**config.mk**
```make
export PLATFORM = sky130hd
export DESIGN_NAME = windowed_median_voltage_monitor
export DESIGN_NICKNAME = d
export VERILOG_FILES = /design/src/wmvm_pkg.sv /design/src/wmvm_ram.sv /design/src/windowed_median_voltage_monitor.sv
export SDC_FILE = /design/constraint.sdc
export NUM_CORES = 1
export LEC_CHECK = 0
export BUFFER_PORTS_ARGS = -buffer_cell sky130_fd_sc_hd__buf_2
export CAP_MARGIN = 10
export CORE_ASPECT_RATIO = 1.25
export CORE_UTILIZATION = 59
export CTS_BUF_LIST = sky130_fd_sc_hd__clkbuf_4
export DETAILED_ROUTE_END_ITERATION = 10
export PLACE_DENSITY_LB_ADDON = 0.05
export SLEW_MARGIN = 20
export SYNTH_ARGS = -nofsm -noshare
export SYNTH_HDL_FRONTEND = slang
export SYNTH_HIERARCHICAL = 1
export SYNTH_SLANG_ARGS = --single-unit
```
**constraint.sdc**
```tcl
create_clock -name clk -period 3.7 [get_ports clk]
set_input_delay 1.11 -clock clk [delete_from_list [all_inputs] [get_ports clk]]
set_output_delay 1.11 -clock clk [all_outputs]
set_load 0.05 [all_outputs]
```
**src/wmvm_pkg.sv**
```systemverilog
`timescale 1ns / 1ps
// ----------------------------------------------------------------------------
// Windowed median voltage monitor package
// Shared constants, register indexes, level codes and sequencer states.
// ----------------------------------------------------------------------------
package wmvm_pkg;

  // Window depth and derived widths
  localparam int WINDOW   = 8;
  localparam int IDX_W    = (WINDOW > 1) ? $clog2(WINDOW) : 1;
  localparam int CNT_W    = $clog2(WINDOW + 1);

  // Payload widths
  localparam int SAMPLE_W = 16;
  localparam int LEVEL_W  = 3;
  localparam int S_DATA_W = 16;
  localparam int M_DATA_W = 24;
  localparam int M_PAD_W  = M_DATA_W - SAMPLE_W - LEVEL_W;

  // Configuration port
  localparam int CFG_IDX_W  = 2;
  localparam int CFG_DATA_W = 16;

  typedef enum logic [CFG_IDX_W-1:0] {
    CFG_OVER     = 2'd0,
    CFG_ABSENT   = 2'd1,
    CFG_CRITICAL = 2'd2,
    CFG_LOW      = 2'd3
  } cfg_idx_t;

  // Limit reset values in mV
  localparam logic [SAMPLE_W-1:0] OVER_RST     = 16'd16800;
  localparam logic [SAMPLE_W-1:0] ABSENT_RST   = 16'd1000;
  localparam logic [SAMPLE_W-1:0] CRITICAL_RST = 16'd11200;
  localparam logic [SAMPLE_W-1:0] LOW_RST      = 16'd12000;

  // Status level codes
  typedef enum logic [LEVEL_W-1:0] {
    LVL_OK       = 3'd0,
    LVL_LOW      = 3'd1,
    LVL_CRITICAL = 3'd2,
    LVL_ABSENT   = 3'd3,
    LVL_OVER     = 3'd4
  } level_t;

  // Rank-count sequencer states
  typedef enum logic [2:0] {
    ST_IDLE,
    ST_RDC,
    ST_LDC,
    ST_CMP,
    ST_TEST,
    ST_DONE
  } state_t;

endpackage

```
**src/wmvm_ram.sv**
```systemverilog
`timescale 1ns / 1ps
// ----------------------------------------------------------------------------
// Generic single-port-write RAM
// One write port, one read port, registered read data.
// ----------------------------------------------------------------------------
module wmvm_ram #(
  parameter int WIDTH = 16,
  parameter int DEPTH = 8
) (
  input  logic                                   clk,
  input  logic                                   we,
  input  logic [((DEPTH > 1) ? $clog2(DEPTH) : 1)-1:0] waddr,
  input  logic [WIDTH-1:0]                       wdata,
  input  logic [((DEPTH > 1) ? $clog2(DEPTH) : 1)-1:0] raddr,
  output logic [WIDTH-1:0]                       rdata
);

  logic [WIDTH-1:0] mem [DEPTH];

  // Write port and registered read port
  always_ff @(posedge clk) begin
    if (we) begin
      mem[waddr] <= wdata;
    end
    rdata <= mem[raddr];
  end

endmodule

```
**src/windowed_median_voltage_monitor.sv**
```systemverilog
`timescale 1ns / 1ps
// ----------------------------------------------------------------------------
// Windowed median voltage monitor
// Median of the last WINDOW voltage samples with a four-limit status level.
// ----------------------------------------------------------------------------
// Each request carries one sample in mV. The sample is written into an
// 8-entry ring RAM, then a sequencer finds the median by rank counting: for
// each held candidate it reads every held entry through the RAM's single read
// port and one shared comparator counts entries below and not above the
// candidate, stopping at the first candidate whose rank covers count/2. The
// RAM read port and the comparator set the pace of the search. The status
// level is taken from the median as the result is loaded. The result sits in
// an output register, and a new sample is taken only once the previous
// result has been loaded there. The user is to write limits through the cfg
// port only while the block is idle; the block itself does not enforce this.
// ----------------------------------------------------------------------------
module windowed_median_voltage_monitor (
  input  logic                             clk,
  input  logic                             rst,
  // Sample input
  input  logic                             s_tvalid,
  output logic                             s_tready,
  input  logic [wmvm_pkg::S_DATA_W-1:0]    s_tdata,   // [15:0] sample_mv
  // Result output
  output logic                             m_tvalid,
  input  logic                             m_tready,
  output logic [wmvm_pkg::M_DATA_W-1:0]    m_tdata,   // [15:0] median_mv, [18:16] level
  // Configuration writes
  input  logic                             cfg_we,
  input  logic [wmvm_pkg::CFG_IDX_W-1:0]   cfg_index,
  input  logic [wmvm_pkg::CFG_DATA_W-1:0]  cfg_data
);

  localparam int IDX_W    = wmvm_pkg::IDX_W;
  localparam int CNT_W    = wmvm_pkg::CNT_W;
  localparam int SAMPLE_W = wmvm_pkg::SAMPLE_W;

  // Limit registers
  logic [SAMPLE_W-1:0] over_limit;
  logic [SAMPLE_W-1:0] absent_limit;
  logic [SAMPLE_W-1:0] critical_limit;
  logic [SAMPLE_W-1:0] low_limit;

  // Ring state
  logic [IDX_W-1:0] write_slot, write_slot_next;
  logic [CNT_W-1:0] held_count, held_count_next;

  // Sequencer registers
  wmvm_pkg::state_t state, state_next;
  logic [IDX_W-1:0]    cand_idx, cand_idx_next;
  logic [IDX_W-1:0]    scan_idx, scan_idx_next;
  logic [CNT_W-1:0]    less_cnt, less_cnt_next;
  logic [CNT_W-1:0]    le_cnt, le_cnt_next;
  logic [SAMPLE_W-1:0] cand, cand_next;

  // RAM interface
  logic                ram_we;
  logic [IDX_W-1:0]    ram_raddr;
  logic [SAMPLE_W-1:0] ram_rdata;

  // Shared comparator and derived terms
  logic                   cmp_lt, cmp_le;
  logic                   scan_last;
  logic [CNT_W-1:0]       mid_rank;
  logic                   rank_hit;
  logic                   out_load;
  wmvm_pkg::level_t       level;

  wmvm_ram #(
    .WIDTH (SAMPLE_W),
    .DEPTH (wmvm_pkg::WINDOW)
  ) u_ram (
    .clk   (clk),
    .we    (ram_we),
    .waddr (write_slot),
    .wdata (s_tdata[SAMPLE_W-1:0]),
    .raddr (ram_raddr),
    .rdata (ram_rdata)
  );

  // Configuration writes
  always_ff @(posedge clk) begin
    if (rst) begin
      over_limit     <= wmvm_pkg::OVER_RST;
      absent_limit   <= wmvm_pkg::ABSENT_RST;
      critical_limit <= wmvm_pkg::CRITICAL_RST;
      low_limit      <= wmvm_pkg::LOW_RST;
    end else if (cfg_we) begin
      unique case (wmvm_pkg::cfg_idx_t'(cfg_index))
        wmvm_pkg::CFG_OVER:     over_limit     <= cfg_data[SAMPLE_W-1:0];
        wmvm_pkg::CFG_ABSENT:   absent_limit   <= cfg_data[SAMPLE_W-1:0];
        wmvm_pkg::CFG_CRITICAL: critical_limit <= cfg_data[SAMPLE_W-1:0];
        wmvm_pkg::CFG_LOW:      low_limit      <= cfg_data[SAMPLE_W-1:0];
        default: ;
      endcase
    end
  end

  // Shared comparator: current RAM entry against the candidate
  assign cmp_lt    = (ram_rdata < cand);
  assign cmp_le    = (ram_rdata <= cand);
  assign scan_last = ((CNT_W'(scan_idx) + CNT_W'(1)) == held_count);
  assign mid_rank  = held_count >> 1;
  assign rank_hit  = (less_cnt <= mid_rank) && (le_cnt > mid_rank);

  // Status level from the median, first matching test wins
  always_comb begin
    if (cand > over_limit) begin
      level = wmvm_pkg::LVL_OVER;
    end else if (cand < absent_limit) begin
      level = wmvm_pkg::LVL_ABSENT;
    end else if (cand < critical_limit) begin
      level = wmvm_pkg::LVL_CRITICAL;
    end else if (cand < low_limit) begin
      level = wmvm_pkg::LVL_LOW;
    end else begin
      level = wmvm_pkg::LVL_OK;
    end
  end

  // Sequencer next state and controls
  always_comb begin
    state_next      = state;
    write_slot_next = write_slot;
    held_count_next = held_count;
    cand_idx_next   = cand_idx;
    scan_idx_next   = scan_idx;
    less_cnt_next   = less_cnt;
    le_cnt_next     = le_cnt;
    cand_next       = cand;
    ram_we          = 1'b0;
    ram_raddr       = cand_idx;
    s_tready        = 1'b0;
    out_load        = 1'b0;

    unique case (state)
      wmvm_pkg::ST_IDLE: begin
        s_tready = 1'b1;
        if (s_tvalid) begin
          ram_we = 1'b1;
          if (write_slot == IDX_W'(wmvm_pkg::WINDOW - 1)) begin
            write_slot_next = '0;
          end else begin
            write_slot_next = write_slot + IDX_W'(1);
          end
          if (held_count != CNT_W'(wmvm_pkg::WINDOW)) begin
            held_count_next = held_count + CNT_W'(1);
          end
          cand_idx_next = '0;
          state_next    = wmvm_pkg::ST_RDC;
        end
      end
      // Fetch candidate
      wmvm_pkg::ST_RDC: begin
        ram_raddr  = cand_idx;
        state_next = wmvm_pkg::ST_LDC;
      end
      // Latch candidate, start scan at entry 0
      wmvm_pkg::ST_LDC: begin
        cand_next     = ram_rdata;
        ram_raddr     = '0;
        scan_idx_next = '0;
        less_cnt_next = '0;
        le_cnt_next   = '0;
        state_next    = wmvm_pkg::ST_CMP;
      end
      // One held entry per cycle through the comparator
      wmvm_pkg::ST_CMP: begin
        ram_raddr     = scan_idx + IDX_W'(1);
        less_cnt_next = less_cnt + CNT_W'(cmp_lt);
        le_cnt_next   = le_cnt + CNT_W'(cmp_le);
        scan_idx_next = scan_idx + IDX_W'(1);
        if (scan_last) begin
          state_next = wmvm_pkg::ST_TEST;
        end
      end
      // Candidate covers rank count/2: it is the median; else try the next candidate
      wmvm_pkg::ST_TEST: begin
        if (rank_hit) begin
          state_next = wmvm_pkg::ST_DONE;
        end else begin
          cand_idx_next = cand_idx + IDX_W'(1);
          state_next    = wmvm_pkg::ST_RDC;
        end
      end
      wmvm_pkg::ST_DONE: begin
        if (!m_tvalid || m_tready) begin
          out_load   = 1'b1;
          state_next = wmvm_pkg::ST_IDLE;
        end
      end
      default: begin
        state_next = wmvm_pkg::ST_IDLE;
      end
    endcase
  end

  // Control state
  always_ff @(posedge clk) begin
    if (rst) begin
      state      <= wmvm_pkg::ST_IDLE;
      write_slot <= '0;
      held_count <= '0;
    end else begin
      state      <= state_next;
      write_slot <= write_slot_next;
      held_count <= held_count_next;
    end
  end

  // Sequencer datapath
  always_ff @(posedge clk) begin
    cand_idx <= cand_idx_next;
    scan_idx <= scan_idx_next;
    less_cnt <= less_cnt_next;
    le_cnt   <= le_cnt_next;
    cand     <= cand_next;
  end

  // Output register
  always_ff @(posedge clk) begin
    if (rst) begin
      m_tvalid <= 1'b0;
    end else if (out_load) begin
      m_tvalid <= 1'b1;
    end else if (m_tready) begin
      m_tvalid <= 1'b0;
    end
  end

  always_ff @(posedge clk) begin
    if (out_load) begin
      m_tdata <= {{wmvm_pkg::M_PAD_W{1'b0}}, level, cand};
    end
  end

`ifndef NO_ASSERTIONS
  // Only one sample in flight: no request taken right after another
  a_one_in_flight: assert property (@(posedge clk) disable iff (rst)
    (s_tvalid && s_tready) |=> !s_tready)
    else $error("sample accepted while previous one in progress");

  // Candidate always counts itself, so le exceeds less at the test
  a_rank_sane: assert property (@(posedge clk) disable iff (rst)
    (state == wmvm_pkg::ST_TEST) |-> (le_cnt > less_cnt))
    else $error("rank counts inconsistent");

  // Fill count never passes the window depth
  a_count_bound: assert property (@(posedge clk) disable iff (rst)
    held_count <= CNT_W'(wmvm_pkg::WINDOW))
    else $error("held count over window depth");
`endif

endmodule
```
==> metrics.cfg <==
[final_layout]
area.sequential_um2 = 7137
area_taken_by_multi_input_logic_gates_um2 = 4317
layout.cells.non_filler = 1369
fillCellCount = 1454
layout-drive-gt1-share = 0.2067
finish.utilization = 0.6892
area_growth_syn_to_layout_pct = 13.04
finish.net_count = 1180

[floorplanning]
std_cell_rows = 57
area_enclosed_by_the_die_boundary_um2 = 20840
die_width_um = 129.3
initial_core_util = 0.6097
design.portCount = 65
core-area_um2 = 19610
die_height_um = 161.2

[clocking]
max-clock-path-buffers = 3
clock_sinks = 268
cts.repair_timing.setup_buffer_count = 0
worst_skew_pair.late_latency_ps = 690
post_cts_resize_count = 0
cts_hold_buffers = 0
clk_pin_slew_worst_paths_ps = 60
clockRootBuffer = clkbuf_4
tritoncts = done
htree_levels = 3
clock_buffers_created_by_tritoncts = 69

[grt]
grt_first_pass_wirelength_mm = 37.71
number_of_antenna_violations_at_the_first_check_in_global_routing = 1
grt_start_max_net_pins = 53
first_global_vias = 7549
gr-total-overflow = 0
grtUsageTotal = 0.2421

[timing]
timing_max_transition_violations_final = 0
clock_skew_ps = 48.26
hold_viol_final = 0
report.final.setup_viol = 0
fmax_mhz = 334.0
hold_ws_ps = 446.6
finalCriticalPeriod_ps = 2994
final.setup.worst_slack_ps = 706.1
timing_worst_slew_pin_value_ps = 985.6
slew_headroom = 0.3429
rsz0062_at_grt = no
setup-tns-final_ps = 0
layout_worst_path_cycle_share = 0.8092

[logic_synthesis]
synth.cell_area_um2 = 11960
synth_area_per_cell_um2 = 12.79
synth_enable_flop_cells = 177
synth-seq-area-share = 0.5968
ys_warn_count = 6
asyncSetResetFlopFracSynth = 0
postSynthCellCount = 935
number_of_register_bits_inferred_by_synthesis = 268
synth.distinct_cells = 59
ys.flop_type = edfxtp_1

[job]
drv_cap = 0

[worst_setup_path]
critical_path.max_stage_delay_ps = 620
timing.critical_path.cells = nand2b_1 -> inv_2 -> nand2_1 -> nor2_1 -> a21o_1 -> buf_4 -> mux4_1 -> mux2_2
timing.critical_path.arrival_ps = 3530
crit_required_ps = 4240
endpoint_kind = flip-flop
type_of_element_launching_the_critical_path = flip-flop
cp_top_family = multiplexers
timing.critical_path.slowest_stage_cell = mux4_1
cp_num_buf_inv = 2
critPathKind = flip-flop to flip-flop
crit_path_max_fanout = 32

[detailed_routing]
count_of_unresolved_drc_violations_after_routing = 0
drtAntennaViolNets = 0
vias = 7423
dr.first_iter.drc_count = 279
dr_pass1_iterations = 4
wl_mm = 23.83
wire_per_inst_um = 17.41
route.detailed.vias_per_inst = 5.422

[place]
io_buffer_count = 59
dpl.hpwl_mm = 15.58
placed_cells_incl_taps = 1242
gp_congestion = 0.8144
placement_stage_worst_setup_slack_ps = 710.1

[run_status]
outcome = complete, no violations

[power_and_ir_drop]
leakage_uw = 0.005339
ir_worst_vdd_mv = 0.3461
power_per_cell_area_nw_per_um2 = 524.7

[min_path]
hp-class = flip-flop to flip-flop

-- final timing paths --
check                                     from         endpoint  slack, ps  depth (start not counted)
worst max register to register        state[1]  u_ram/rdata[13]        710                          8
worst min-delay path            u_ram/rdata[9]          cand[9]        450                          0
worst max-delay path                  state[1]  u_ram/rdata[13]        710                          8
worst min register to register  u_ram/rdata[9]          cand[9]        450                          0
-- registers in the layout, summed over array words and instances, names as in the netlist --
signal / cells
m_tdata: 19
cand_idx: 3
u_ram/rdata: 16
critical_limit: 16
u_ram/mem: 128
over_limit: 16
absent_limit: 16
less_cnt: 4
write_slot: 3
held_count: 4
cand: 16
low_limit: 16
state: 3
m_tvalid: 1
scan_idx: 3
le_cnt: 4
-- cell usage in the layout (no fill, tap or decap), drive strengths merged, types with 26 or more instances in the layout --
master	Yosys	routed
o211ai	26	26
nand2	132	132
a21oi	74	74
ha	93	93
dfxtp	91	91
inv	90	91
edfxtp	177	177
buf	18	75
clkbuf	19	107
nor2	36	36
mux4	32	32
-- final cells by class --
cell class,instances,share of cell area
diodes,1,0.0001851
clock buffers,107,0.05943
clock inverters,19,0.01240
inverters,91,0.02536
multi-input cells,543,0.3194
flip-flops and latches,268,0.5280
well taps,265,0.02453
repair buffers,75,0.03073
-- cell usage after synthesis (all sizes together), types with 7 or more instances --
| cell type | count | area [um2] |
|---|---|---|
| xnor2 | 10 | 95.10 |
| ha | 93 | 1164 |
| mux4 | 32 | 825.8 |
| a21oi | 74 | 370.4 |
| nand3 | 11 | 55.05 |
| and3 | 10 | 62.56 |
| nor2b | 7 | 43.79 |
| a21o | 10 | 75.07 |
| edfxtp | 177 | 5315 |
| nand4 | 11 | 68.82 |
| clkbuf | 19 | 72.56 |
| mux2 | 16 | 180.2 |
| o211ai | 26 | 195.2 |
| a211oi | 8 | 60.06 |
| o21ai | 20 | 103.9 |
| dfxtp | 91 | 1822 |
| buf | 18 | 121.4 |
| nor2 | 36 | 137.6 |
| nand2 | 132 | 498.0 |
| inv | 90 | 337.8 |
-- cell families after synthesis --
kind of cell	synth area share
other	0.0003136
adders and majority gates	0.09731
DFF	0.5968
and+or+nand+nor	0.08748
AOI/OAI and AO/OA	0.07879
buffers and inverters	0.04489
xor gates and xnor gates	0.009418
muxes	0.08496
-- per-layer routing --
metal / vias to the layer above / track usage / wire (um)
met4: 0 / 0.1027 / 619
li1: 3676 / - / -
met2: 163 / 0.4277 / 12420
met3: 39 / 0.05863 / 999
met1: 3545 / 0.2774 / 9789
met5: - / 0 / 0
-- per-stage QoR --
stage	power [uW]	instance area, um2
6_report	7092	13520
2_1_floorplan	4185	11970
3_5_place_dp	4454	12540
3_3_place_gp	4425	12540
4_1_cts	7192	13510
5_1_grt	7456	13520
-- power breakdown --
part / internal [uW] / switching [uW] / total (uW) / leakage, uW
combinational: 396 / 486 / 881 / 0.00242
sequential: 3370 / 125 / 3500 / 0.00236
clock: 1530 / 1180 / 2710 / 0.000562
total: 5300 / 1790 / 7090 / 0.00534
-- worst reg2reg max path, stage by stage (launching register included) --
cell,delay (ps)
dfxtp_1,480
nand2b_1,210
inv_2,300
nand2_1,210
nor2_1,210
a21o_1,110
buf_4,430
mux4_1,640
mux2_2,280
(Power assumes the default switching activity.)
